### src/rtl/rv32_pkg.sv
package rv32_pkg;

  // Operation codes, in the order of the instruction set listing.
  typedef enum logic [5:0] {
    OP_LUI = 6'd0, OP_AUIPC = 6'd1, OP_JAL = 6'd2, OP_JALR = 6'd3,
    OP_BEQ = 6'd4, OP_BNE = 6'd5, OP_BLT = 6'd6, OP_BGE = 6'd7,
    OP_BLTU = 6'd8, OP_BGEU = 6'd9, OP_LB = 6'd10, OP_LH = 6'd11,
    OP_LW = 6'd12, OP_LBU = 6'd13, OP_LHU = 6'd14, OP_SB = 6'd15,
    OP_SH = 6'd16, OP_SW = 6'd17, OP_ADDI = 6'd18, OP_SLTI = 6'd19,
    OP_SLTIU = 6'd20, OP_XORI = 6'd21, OP_ORI = 6'd22, OP_ANDI = 6'd23,
    OP_SLLI = 6'd24, OP_SRLI = 6'd25, OP_SRAI = 6'd26, OP_ADD = 6'd27,
    OP_SUB = 6'd28, OP_SLL = 6'd29, OP_SLT = 6'd30, OP_SLTU = 6'd31,
    OP_XOR = 6'd32, OP_SRL = 6'd33, OP_SRA = 6'd34, OP_OR = 6'd35,
    OP_AND = 6'd36, OP_MUL = 6'd37, OP_MULH = 6'd38, OP_MULHSU = 6'd39,
    OP_MULHU = 6'd40, OP_DIV = 6'd41, OP_DIVU = 6'd42, OP_REM = 6'd43,
    OP_REMU = 6'd44
  } op_e;

  localparam logic [31:0] PcStep   = 32'd4;
  localparam logic [31:0] JalrMask = 32'hFFFF_FFFE;
  localparam int unsigned XLen     = 32;

  // Request to the multiply/divide unit.
  typedef struct packed {
    logic        start;
    logic        is_div;
    logic        a_signed;
    logic        b_signed;
    logic        want_high;
    logic [31:0] a;
    logic [31:0] b;
  } md_req_t;

  typedef struct packed {
    logic        done;
    logic [31:0] result;
  } md_rsp_t;

endpackage

### src/rtl/rv32_muldiv.sv
module rv32_muldiv import rv32_pkg::*; (
  input  logic    clk_i,
  input  logic    rst_ni,
  input  md_req_t req_i,
  output md_rsp_t rsp_o
);

  // One shared adder, a bit a cycle: shift-add multiply or restoring divide.
  logic        busy_q, busy_d;
  logic [5:0]  cnt_q, cnt_d;
  logic [63:0] acc_q, acc_d;
  logic [32:0] opb_q, opb_d;
  logic [31:0] ra_q, ra_d;
  logic        div_q, div_d, neg_q, neg_d, high_q, high_d, remneg_q, remneg_d;
  logic        byz_q, byz_d;
  logic [31:0] amag, bmag;
  logic        asgn, bsgn;
  logic [33:0] sum;
  logic [31:0] res;
  logic [63:0] prod;

  always_comb begin
    asgn = req_i.a_signed & req_i.a[31];
    bsgn = req_i.b_signed & req_i.b[31];
    amag = asgn ? (32'd0 - req_i.a) : req_i.a;
    bmag = bsgn ? (32'd0 - req_i.b) : req_i.b;
  end

  // Shared adder: add for multiply, trial subtract for divide.
  always_comb begin
    if (div_q) begin
      sum = {1'b0, acc_q[63:31]} - {1'b0, opb_q};
    end else begin
      sum = {1'b0, acc_q[63:32]} + {1'b0, opb_q} ;
    end
  end

  always_comb begin
    busy_d = busy_q; cnt_d = cnt_q; acc_d = acc_q; opb_d = opb_q;
    div_d = div_q; neg_d = neg_q; high_d = high_q; remneg_d = remneg_q;
    byz_d = byz_q; ra_d = ra_q;
    if (!busy_q && req_i.start) begin
      busy_d = 1'b1;
      cnt_d = 6'd0;
      div_d = req_i.is_div;
      high_d = req_i.want_high;
      ra_d = req_i.a;
      byz_d = (req_i.b == 32'd0);
      if (req_i.is_div) begin
        acc_d = {32'd0, amag};
        opb_d = {1'b0, bmag};
        neg_d = asgn ^ bsgn;
        remneg_d = asgn;
      end else begin
        acc_d = {32'd0, amag};
        opb_d = {1'b0, bmag};
        neg_d = asgn ^ bsgn;
        remneg_d = 1'b0;
      end
    end else if (busy_q && cnt_q != 6'd32) begin
      cnt_d = cnt_q + 6'd1;
      if (div_q) begin
        // acc = {rem[31:0], quo[31:0]}; shift then trial subtract
        if (!sum[33]) begin
          acc_d = {sum[31:0], acc_q[30:0], 1'b1};
        end else begin
          acc_d = {acc_q[62:0], 1'b0};
        end
      end else begin
        if (acc_q[0]) begin
          acc_d = {sum[32:0], acc_q[31:1]};
        end else begin
          acc_d = {1'b0, acc_q[63:1]};
        end
      end
    end else if (busy_q) begin
      busy_d = 1'b0;
    end
  end

  always_comb begin
    prod = neg_q ? (64'd0 - acc_q) : acc_q;
    if (!div_q) begin
      res = high_q ? prod[63:32] : prod[31:0];
    end else if (byz_q) begin
      res = high_q ? ra_q : 32'hFFFF_FFFF;
    end else if (high_q) begin
      res = remneg_q ? (32'd0 - acc_q[63:32]) : acc_q[63:32];
    end else begin
      res = neg_q ? (32'd0 - acc_q[31:0]) : acc_q[31:0];
    end
  end

  assign rsp_o.done = busy_q && (cnt_q == 6'd32);
  assign rsp_o.result = res;

  always_ff @(posedge clk_i or negedge rst_ni) begin
    if (!rst_ni) begin
      busy_q <= 1'b0;
      cnt_q <= 6'd0;
    end else begin
      busy_q <= busy_d;
      cnt_q <= cnt_d;
    end
  end

  always_ff @(posedge clk_i) begin
    acc_q <= acc_d; opb_q <= opb_d; div_q <= div_d; neg_q <= neg_d;
    high_q <= high_d; remneg_q <= remneg_d; byz_q <= byz_d; ra_q <= ra_d;
  end

endmodule
### config.mk
export PLATFORM = sky130hd
export DESIGN_NAME = rv32_muldiv
export DESIGN_NICKNAME = d
export VERILOG_FILES = /design/src/rtl/rv32_pkg.sv /design/src/rtl/rv32_muldiv.sv
export SDC_FILE = /design/constraint.sdc
export NUM_CORES = 1
export LEC_CHECK = 0
export ABC_AREA = 1
export BUFFER_PORTS_ARGS = -buffer_cell sky130_fd_sc_hd__buf_2
export CAP_MARGIN = 20
export CORE_UTILIZATION = 55
export DETAILED_ROUTE_END_ITERATION = 12
export GPL_ROUTABILITY_DRIVEN = 0
export PLACE_DENSITY = 0.73
export SYNTH_ARGS = -nofsm -noshare
export SYNTH_HDL_FRONTEND = slang
export SYNTH_SLANG_ARGS = --single-unit
### constraint.sdc
create_clock -name clk_i -period 5.2 [get_ports clk_i]
set_input_delay 1.3 -clock clk_i [delete_from_list [all_inputs] [get_ports clk_i]]
set_output_delay 1.3 -clock clk_i [all_outputs]
set_load 0.02 [all_outputs]
Word level (Yosys, flattened, before mapping)
Index checks and enable logic that the tools add are counted.

Register bits after elaboration: 140. Logic and storage cells: 51. Input bits: 71.

Reductions and logical operators: 6. $add $sub $neg: 8. Mux-type cells: 20. Equal/unequal tests: 3. Bitwise gates (word level): 3.

Operators by type and width (count): 2-to-1 mux 32 bit (11); 2-to-1 mux 64 bit (4); subtractor 1 x 32 -> 32 bit, first input constant (4); subtractor 1 x 64 -> 64 bit, first input constant (1); 2-to-1 mux 34 bit (1); subtractor 33 x 32 -> 34 bit (1); adder 32 x 32 -> 33 bit (1); logical NOT 32 bit (1); 2-to-1 mux 6 bit (2); adder 6 x 1 -> 6 bit, second input constant (1); == test 6 bit, second input constant (1); != test 6 bit, second input constant (1); logical AND 1 bit (3); AND 1 bit (2); 2-to-1 mux 1 bit (2); != test 2 bit, second input constant (1); nonzero test 2 bit (1); logical NOT 1 bit (1); XOR 1 bit (1).

Depth between registers and ports, before layout
Gate-level depths: netlist of run 1.

Depth in word-level cells: 6. Gate-level depth with buffers: 19. Depth with buffers taken out: 19.

Least setup slack after synthesis of run 1
Ideal clock, no wire load.

Path kind: input to register. From: input req_i[68] (netlist name). To: register acc_q[1] (data pin). Path buffers: 2. Path slack: 0.702 ns. Stages: 6. Required time: 5.031 ns. Arrival time: 4.329 ns. Setup time: 0.169 ns. Cell sequence: nand2_1 > inv_1 > clkbuf_1 > buf_1 > o21ai_0 > o22ai_1.

Longest elaborated chain between the ends: 2.

RTL lines: from (decl) (line rv32_muldiv.sv:4) `input md_req_t req_i,`; logical AND 1 bit (line rv32_muldiv.sv:42) `if (!busy_q && req_i.start) begin`; 2-to-1 mux 32 bit (line rv32_muldiv.sv:42); named net acc_d[1] (line rv32_muldiv.sv:11) `logic [63:0] acc_q, acc_d;`; to (signal assigned) (line rv32_muldiv.sv:108) `acc_q <= acc_d; opb_q <= opb_d; div_q <= div_d; neg_q <= neg_d;`; to (decl) (line rv32_muldiv.sv:11).

The timed path passes the listed nets, and every way through them passes these cells. A chain may end at the register's enable or synchronous reset.

==> flow_summary.ini, run 1 <==
[global_route]
grt_first_pass_wirelength_mm = 92.5
grt_pass1_vias = 17810
grt-ovfl-total = 0
grt_max_degree = 92
grt_usage = 0.375
antenna_found_initial = 0

[timing]
fin_crit_ns = 4.60
fmax_ghz = 0.217
setup_viol = 0
whs_ns = 0.544
hold_viol_final = 0
final-max-slew-violation-count = 0
worst_pin_slew_ns = 0.931
slew_headroom = 0.379
fin_skew_ns = 0.0103
setup_tns_ns = 0
period_share = 0.885
rsz0062_at_grt = false

[floorplan]
io_pins = 104
die_h_um = 178
start_util = 0.559
core_sq_um = 30600
rows = 64
die_w_um = 178
die-area_sq_um = 31800

[critical_path]
cp_cell_sequence = clkinv_2 > ha_1 > nand3_2 > nor2_4 > inv_1 > nor2_1 > nand2_1 > xor2_1 > nand2_1 > o21ai_0 > nand2_1 > nand2_1 > nand2_1 > nand2_1 > buf_2
crit_type = reg2out
critical_path_arrival_ns = 3.30
path_max_fanout = 32
crit_path_end_kind = output port
cpPeakStageDelay_ns = 0.40
start_kind = register
path_common_cell = nand2_1
crit_slowest_cell = edfxtp_1
required_ns = 3.90

[clock_network]
postCtsHoldBufs = 0
ctsResizeCount = 0
insertion_delay_ns = 0.46
numCtsBuffers = 17
clock_sinks = 140
postCtsSetupBuffers = 0
cts_htree_levels = 4
clk_pin_slew_ns = 0.06
cts_tree = yes
clock_path_buffers = 2
cts-root-buf = clkbuf_16

[synthesis]
synth-seq-cells = 140
synth_area_sq_um = 17100
synth_fp_nets = 3114
async_reset_ff_frac = 0.0500
syn_avg_cell_area_sq_um = 5.75
synth_seq_area_share = 0.225
synth_edf_count = 101
synth-warning-count = 0
syn_inst = 2971
synth_top_flop_cell = edfxtp_1
ys_types = 64

[power_and_ir_drop]
ir_drop_uv = 329
p_leak_uw = 0.00947
power.density_nw_per_um2 = 527

[finish]
final_common_cell = nand2_1
nFillCells = 3128
stdcell_area_sq_um = 18400
final_nets = 3165
layout-drive-gt1-share = 0.0735
synthToLayoutAreaGrowth_pct = 7.45
final_cell_mix = nand2_1 (1007), inv_1 (434), nor2_1 (295)
post-route-util = 0.600
diodes = 0

[run]
maxCapViolCount = 0

[routing]
dr.pass1.iters = 7
dr_total_vias = 20071
antenna_left = 0
viasPerCell = 5.85
drt_wl_total_mm = 59.2
drtIter0Drc = 2583
wl_per_cell_um = 17.2
remaining_drc_errors = 0

[placed_design]
portBuffers = 103
dp_hpwl_mm = 45.4
placed_area_sq_um = 17800

[outcome]
status = finished, final reports clean

[worst_hold_path]
hold_path_class = reg2reg
cells in the mapped netlist (all sizes together) (13+ instances only):
| cell | instances | area [sq um] |
|---|---|---|
| o211ai | 26 | 195 |
| o21ai | 243 | 1240 |
| ha | 70 | 876 |
| a21oi | 185 | 926 |
| nand4 | 13 | 81.3 |
| nand3 | 248 | 1270 |
| xor2 | 42 | 368 |
| nor2 | 313 | 1270 |
| inv | 445 | 1670 |
| nand2 | 1022 | 3890 |
| dfxtp | 32 | 641 |
| edfxtp | 101 | 3030 |
| nor3 | 53 | 345 |
| buf | 37 | 219 |
| clkbuf | 53 | 253 |
| nand3b | 16 | 133 |
registers in the layout, indices dropped and copies added, names as in the netlist:
signal	flops
cnt_q	6
ra_q	32
busy_q	1
acc_q	64
high_q	1
byz_q	1
remneg_q	1
neg_q	1
opb_q	32
div_q	1
routing by layer:
metal,global-route usage,wire length (um),vias up
met2,0.560,24500,1169
met3,0.0761,6780,154
met1,0.526,25600,9090
li1,-,-,9658
met5,0,0,-
met4,0.148,2300,0
cell type report:
type                       count  area, sq um  area share
multi-input combinational   2291        11100       0.603
sequential                   140         3850       0.210
inverter                     449         1690      0.0922
timing repair buffer         123          686      0.0373
tap                          396          495      0.0270
clock buffer                  20          457      0.0249
clock inverter                12          111     0.00606
stage by stage:
stage / instances / worst slack (ns) / power [uW]
after floorplan: 2971 / 0.702 / 6540
after detailed placement: 3398 / 1.19 / 8200
after CTS: 3430 / 0.686 / 9470
final: 3431 / 0.596 / 9680
after global placement: 3398 / 1.25 / 8080
after global routing: 3431 / 0.462 / 10500
critical path, delay by kind of cell, from the launching register on:
| kind | cells | cell delay (ns) |
|---|---|---|
| adder cells (fa/ha/maj) | 1 | 0.29 |
| buffers and inverters | 3 | 0.62 |
| AND/OR/NAND/NOR | 9 | 1.22 |
| XOR/XNOR | 1 | 0.17 |
| AO/OA/AOI/OAI | 1 | 0.11 |
| flip-flops | 1 | 0.40 |
cell families after synthesis:
family          after synthesis  share of synthesized area
compound gates              482                      0.151
mux                           2                    0.00117
fa+ha+maj                    72                     0.0536
buf+inv                     540                      0.127
xor+xnor                     53                     0.0272
simple gates               1682                      0.416
flops                       140                      0.225
final timing paths:
kind | depth (start not counted) | slack, ns | endpoint | start
setup / recovery | 15 | 0.60 | rsp_o[24] | acc_q[0]
min in group asynchronous | 1 | 0.66 | busy_q | rst_ni
max in group asynchronous | 1 | 4.39 | cnt_q[0] | rst_ni
hold / removal | 1 | 0.54 | cnt_q[0] | cnt_q[0]
hold reg to reg | 1 | 0.54 | cnt_q[0] | cnt_q[0]
setup reg to reg | 11 | 1.96 | acc_q[63] | acc_q[42]
where the power goes:
group	switching (uW)	leakage [uW]	internal, uW
Combinational	4270	0.00790	1920
Clock	552	0.000264	686
Sequential	622	0.00130	1640
Note: power is estimated with default switching activity, not from simulation.
==> inputs of run 2 (changes only) <==
--- a/config.mk
+++ b/config.mk
@@ -5,13 +5,12 @@
 export SDC_FILE = /design/constraint.sdc
 export NUM_CORES = 1
 export LEC_CHECK = 0
-export ABC_AREA = 1
 export BUFFER_PORTS_ARGS = -buffer_cell sky130_fd_sc_hd__buf_2
 export CAP_MARGIN = 20
 export CORE_UTILIZATION = 55
 export DETAILED_ROUTE_END_ITERATION = 12
 export GPL_ROUTABILITY_DRIVEN = 0
-export PLACE_DENSITY = 0.73
+export PLACE_DENSITY = 0.74
 export SYNTH_ARGS = -nofsm -noshare
 export SYNTH_HDL_FRONTEND = slang
 export SYNTH_SLANG_ARGS = --single-unit
==> run 2 against run 1 <==
  * Routed wire length decreased by 33%
  * Critical endpoint is now rsp_o[22]
  * Largest cell class unchanged
  * Highest routed layer unchanged
  * Area after synthesis decreased by 21%
  * Cell count decreased by 41%
  * Clock skew increased by 0.0055 ns
==> flow_summary.ini, run 2 <==
[outcome]
status = finished, final reports clean

[power_and_ir_drop]
power_frac_comb = 0.591
switching_share = 0.481
ir_drop_uv = 264
clkPwrFrac = 0.149
p_leak_uw = 0.00610
power_frac_seq = 0.260
power.density_nw_per_um2 = 581
power_switching_uw = 4160
p_int_uw = 4490

[routing]
drtIter0Drc = 1648
antenna_left = 0
wl_per_cell_um = 19.4
dr_total_vias = 12977
remaining_drc_errors = 0
viasPerCell = 6.40
dr.pass1.iters = 6
drt_wl_total_mm = 39.5

[clock_network]
insertion_delay_ns = 0.44
numCtsBuffers = 17
postCtsHoldBufs = 0
clk_pin_slew_ns = 0.07
clock_sinks = 140
cts-root-buf = clkbuf_16
clock_path_buffers = 2
cts_htree_levels = 4
cts_tree = yes

[finish]
nFillCells = 2198
max_flop_register = acc_q
stdcell_area_sq_um = 14900
multi_input_area_sq_um = 9050
layout-drive-gt1-share = 0.116
diodes = 0
largest_reg_flops = 64
post-route-util = 0.614
synthToLayoutAreaGrowth_pct = 10.1
regArea_sq_um = 3850
final_common_cell = nand2_1
reg_top3 = acc_q (64), opb_q (32), ra_q (32)
final_nets = 1835
final_cell_mix = nand2_1 (186), o21ai_0 (174), a21oi_1 (124)

[critical_path]
crit_type = reg2out
worstRegToRegCells = 12
r2r_slack_ns = 0.93
path_max_fanout = 5
start_kind = register
crit_path_end_kind = output port
cp-endpoint = rsp_o[22]
reg2reg_to = acc_q[57]
startpoint = acc_q[21]
required_ns = 3.90
critical_path_arrival_ns = 3.76
r2r_start = acc_q[42]

[timing]
slew_headroom = 0.342
rsz0062_at_grt = false
fin_skew_ns = 0.0158
fin_crit_ns = 5.06
setup_tns_ns = 0
final-max-slew-violation-count = 0
hold_viol_final = 0
setup_viol = 0
worst_pin_slew_ns = 0.983
fmax_ghz = 0.198
period_share = 0.974

[worst_hold_path]
hold_path_class = reg2reg

[floorplan]
die-area_sq_um = 25200
die_w_um = 159
io_pins = 104
start_util = 0.558
rows = 57
core_sq_um = 24200
die_h_um = 159

[global_route]
grt_pass1_vias = 12063
grt_max_degree = 76
antenna_found_initial = 0
grt_first_pass_wirelength_mm = 62.5
grt_usage = 0.307
grt-ovfl-total = 0

[synthesis]
synth_area_sq_um = 13500
async_reset_ff_frac = 0.0500
synth_seq_area_share = 0.284
synth.most_common_cell = nand2_1
synth_top_area_cell = edfxtp_1
synth_edf_count = 101
synth-seq-cells = 140
synth-warning-count = 0
synth_area_leaders = edfxtp_1 (22%), xnor2_1 (6.7%), ha_1 (6.5%)
synth_top_area_share = 0.224
ys_top_cells_by_count = nand2_1 (186), o21ai_0 (175), a21oi_1 (124), xnor2_1 (103), edfxtp_1 (101)
syn_inst = 1645
synth_fp_nets = 1788
syn_avg_cell_area_sq_um = 8.23
synth_top_flop_cell = edfxtp_1
ys_types = 80

[run]
maxCapViolCount = 0

[placed_design]
portBuffers = 103
placed_area_sq_um = 14300
dp_hpwl_mm = 29.2
-- run 2: changes by cell type after synthesis, moves of 61 or more --
| cell | change |
|---|---|
| nand2_1 | -821 |
| xnor2_1 | +92 |
| mux2i_1 | +70 |
| a21oi_1 | -61 |
| inv_1 | -368 |
| nand3_1 | -223 |
| nor2_1 | -217 |
-- run 2: cell type report --
type / count / area share
Clock buffer: 18 / 0.0288
Clock inverter: 14 / 0.0107
Inverter: 67 / 0.0171
Multi-Input combinational cell: 1333 / 0.608
Sequential cell: 140 / 0.258
Tap cell: 324 / 0.0272
Timing Repair Buffer: 133 / 0.0497
-- run 2: per-layer routing --
metal | vias to the layer above | share of wire | GRT usage
met5 | - | 0 | 0
met4 | 0 | 0.034 | 0.120
met3 | 109 | 0.074 | 0.0413
met2 | 603 | 0.47 | 0.497
met1 | 6118 | 0.43 | 0.413
li1 | 6147 | - | -
-- run 2: worst min path at each step --
stage                     startpoint       end  cells after the start
after floorplan             cnt_q[5]  cnt_q[5]                      1
after global placement      cnt_q[5]  cnt_q[5]                      1
after detailed placement    cnt_q[5]  cnt_q[5]                      1
after CTS                   cnt_q[5]  cnt_q[5]                      1
after global routing        cnt_q[5]  cnt_q[5]                      1
final                       cnt_q[5]  cnt_q[5]                      1
-- run 2: cell families after synthesis --
family	after synthesis	share of synthesized area
flip-flops	140	0.284
XOR/XNOR	202	0.131
buffers and inverters	172	0.0490
adder cells (fa/ha/maj)	72	0.0677
AND/OR/NAND/NOR	444	0.160
AO/OA/AOI/OAI	538	0.251
multiplexers	77	0.0574
-- run 2: critical path, cell delays in order (launching register included) --
cell      delay [ns]
edfxtp_1        0.47
or3_1           0.47
or4_1           0.50
or4b_4          0.61
nand2b_4        0.18
o311ai_1        0.31
nand2_1         0.12
xor2_1          0.15
nand2_1         0.07
a31oi_1         0.24
buf_2           0.21
-- run 2: repair_timing --
item | CTS | global route
setup buffers | 0 | 2
endpoints found under the setup margin | 0 | 2
endpoints found under the hold margin | 0 | 0
gates resized for setup | 0 | 5
-- run 2: per-stage QoR --
step                hold slack (ns)  setup slack [ns]  total power [uW]  std cells
CTS                           0.493            0.0298              8550       2027
finish                        0.501             0.137              8650       2029
global placement              0.472             0.582              7150       1995
global route                  0.519            0.0395              9230       2029
floorplan                     0.453             0.707              5940       1645
detailed placement            0.485             0.561              7240       1995
-- run 2: power groups by stage --
stage / Clock (uW) / Combinational [uW] / Sequential, uW
2_1_floorplan: 0 / 4010 / 1930
3_3_place_gp: 0 / 4910 / 2230
3_5_place_dp: 0 / 4990 / 2250
4_1_cts: 1280 / 5030 / 2230
5_1_grt: 1330 / 5600 / 2300
6_report: 1290 / 5110 / 2250
==> inputs of run 3 (changes only) <==
--- a/config.mk
+++ b/config.mk
@@ -8,6 +8,7 @@
 export BUFFER_PORTS_ARGS = -buffer_cell sky130_fd_sc_hd__buf_2
 export CAP_MARGIN = 20
 export CORE_UTILIZATION = 55
+export CTS_CLUSTER_DIAMETER = 80
 export DETAILED_ROUTE_END_ITERATION = 12
 export GPL_ROUTABILITY_DRIVEN = 0
 export PLACE_DENSITY = 0.74
==> constraint.sdc (replaced) <==
create_clock -name clk_i -period 5.31 [get_ports clk_i]
set_input_delay 1.3275 -clock clk_i [delete_from_list [all_inputs] [get_ports clk_i]]
set_output_delay 1.3275 -clock clk_i [all_outputs]
set_load 0.02 [all_outputs]
==> run 3 against run 2 <==
  * Design area decreased by 0.10%
  * Routed wire length increased by 0.64%
  * Power decreased by 2.4%
  * Sequential share of layout area about the same
==> flow_summary.ini, run 3 (synthesis gave the netlist of run 2 again) <==
[outcome]
status = finished, final reports clean

[critical_path]
crit_slowest_cell = or4b_4
critical_path_arrival_ns = 3.86
r2r_slack_ns = 0.90
cpPeakStageDelay_ns = 0.65
crit_path_end_kind = output port
worstRegToRegCells = 12
path_buf_inv = 1
cp_cell_sequence = or4_4 > or3_1 > or4b_4 > nand2b_4 > o311ai_1 > nand2_1 > xor2_1 > nand2_1 > a31oi_1 > buf_2
path_max_fanout = 7
path_common_cell = nand2_1
crit_type = reg2out
reg2reg_to = acc_q[42]
r2r_start = acc_q[42]
required_ns = 3.98
critPathTopFamily = simple AND/OR/NAND/NOR gates
start_kind = register

[timing]
fin_skew_ns = 0.00888
final-max-slew-violation-count = 0
period_share = 0.976
rsz0062_at_grt = false
fin_crit_ns = 5.18
setup_tns_ns = 0
slew_headroom = 0.333
hold_viol_final = 0
setup_viol = 0
whs_ns = 0.502
fmax_ghz = 0.193
worst_pin_slew_ns = 0.997

[finish]
layout-drive-gt1-share = 0.116
instances_no_fill = 2028
final_common_cell = nand2_1
largest_reg_flops = 64
reg_top3 = acc_q (64), opb_q (32), ra_q (32)
nFillCells = 2159
max_flop_register = acc_q
final_cell_mix = nand2_1 (186), o21ai_0 (175), a21oi_1 (124)
final_nets = 1834
diodes = 0
synthToLayoutAreaGrowth_pct = 9.95

[routing]
dr_total_vias = 12943
drtIter0Drc = 1349
drt_wl_total_mm = 39.7
viasPerCell = 6.38
dr.pass1.iters = 5
remaining_drc_errors = 0
antenna_left = 0
wl_per_cell_um = 19.6

[worst_hold_path]
holdPathStages = 1
min_from = cnt_q[5]
hold_end = cnt_q[5]
hold_path_class = reg2reg

[clock_network]
clock_path_buffers = 2
cts-root-buf = clkbuf_16
insertion_delay_ns = 0.45
cts_tree = yes
clock_sinks = 140
cts_htree_levels = 4
clk_pin_slew_ns = 0.07
postCtsHoldBufs = 0
numCtsBuffers = 17

[placed_design]
portBuffers = 103
dp_hpwl_mm = 29.6
dpl.cell_count = 1993

[power_and_ir_drop]
power.density_nw_per_um2 = 568
p_int_uw = 4320
switching_share = 0.489
clkPwrFrac = 0.145
p_leak_uw = 0.00610
power_frac_comb = 0.592
power_frac_seq = 0.263
report.power.total_uw = 8450
ir_drop_uv = 264
power_switching_uw = 4130

[floorplan]
io_pins = 104
core_sq_um = 24200
rows = 57
die_w_um = 159
die-area_sq_um = 25200
die_h_um = 159
start_util = 0.558

[global_route]
grt-ovfl-total = 0
grt_pass1_vias = 12041
grt_first_pass_wirelength_mm = 63.6
antenna_found_initial = 0
grt_max_degree = 84
grt_usage = 0.313

[run]
maxCapViolCount = 0
## run 3: timing repair
action,in CTS,in global routing
endpoints found under the setup margin,0,4
gates resized for setup,0,5
setup buffers,0,3
## run 3: how the worst max path moves through the flow
stage                        start  cells past startpoint        end  slack, ns
after floorplan           acc_q[0]                     14  rsp_o[22]       0.79
after CTS                 acc_q[5]                     10  rsp_o[22]       0.11
after detailed placement  acc_q[5]                     10  rsp_o[22]       0.61
after global routing      acc_q[5]                     10  rsp_o[22]      0.005
after global placement    acc_q[6]                     10  rsp_o[22]       0.63
final                     acc_q[5]                     10  rsp_o[22]       0.13
## run 3: power by group through the flow
stage / registers (uW) / logic (uW) / clock network [uW]
detailed placement: 2220 / 4870 / 0
CTS: 2200 / 4920 / 1230
floorplan: 1890 / 3930 / 0
global route: 2270 / 5480 / 1280
global placement: 2200 / 4780 / 0
finish: 2220 / 5000 / 1220
## run 3: final cells by class
cell class	instances	area (sq um)	share of cell area
multi-input combinational	1333	9060	0.609
sequential	140	3850	0.259
timing repair buffer	132	733	0.0493
clock buffer	17	425	0.0286
tap	324	405	0.0272
inverter	67	254	0.0171
clock inverter	15	150	0.0101
## run 3: routing by layer
| metal | part of all wire | track usage |
|---|---|---|
| met1 | 0.43 | 0.423 |
| met2 | 0.46 | 0.495 |
| met3 | 0.066 | 0.0452 |
| met4 | 0.041 | 0.143 |
| met5 | 0 | 0 |
## run 3: per-stage QoR
step | setup WS (ns) | utilization | area, sq um
2_1_floorplan | 0.790 | - | 13500
3_3_place_gp | 0.632 | 0.588 | 14300
3_5_place_dp | 0.611 | 0.588 | 14300
4_1_cts | 0.110 | 0.611 | 14800
5_1_grt | 0.00498 | 0.614 | 14900
6_report | 0.125 | 0.614 | 14900
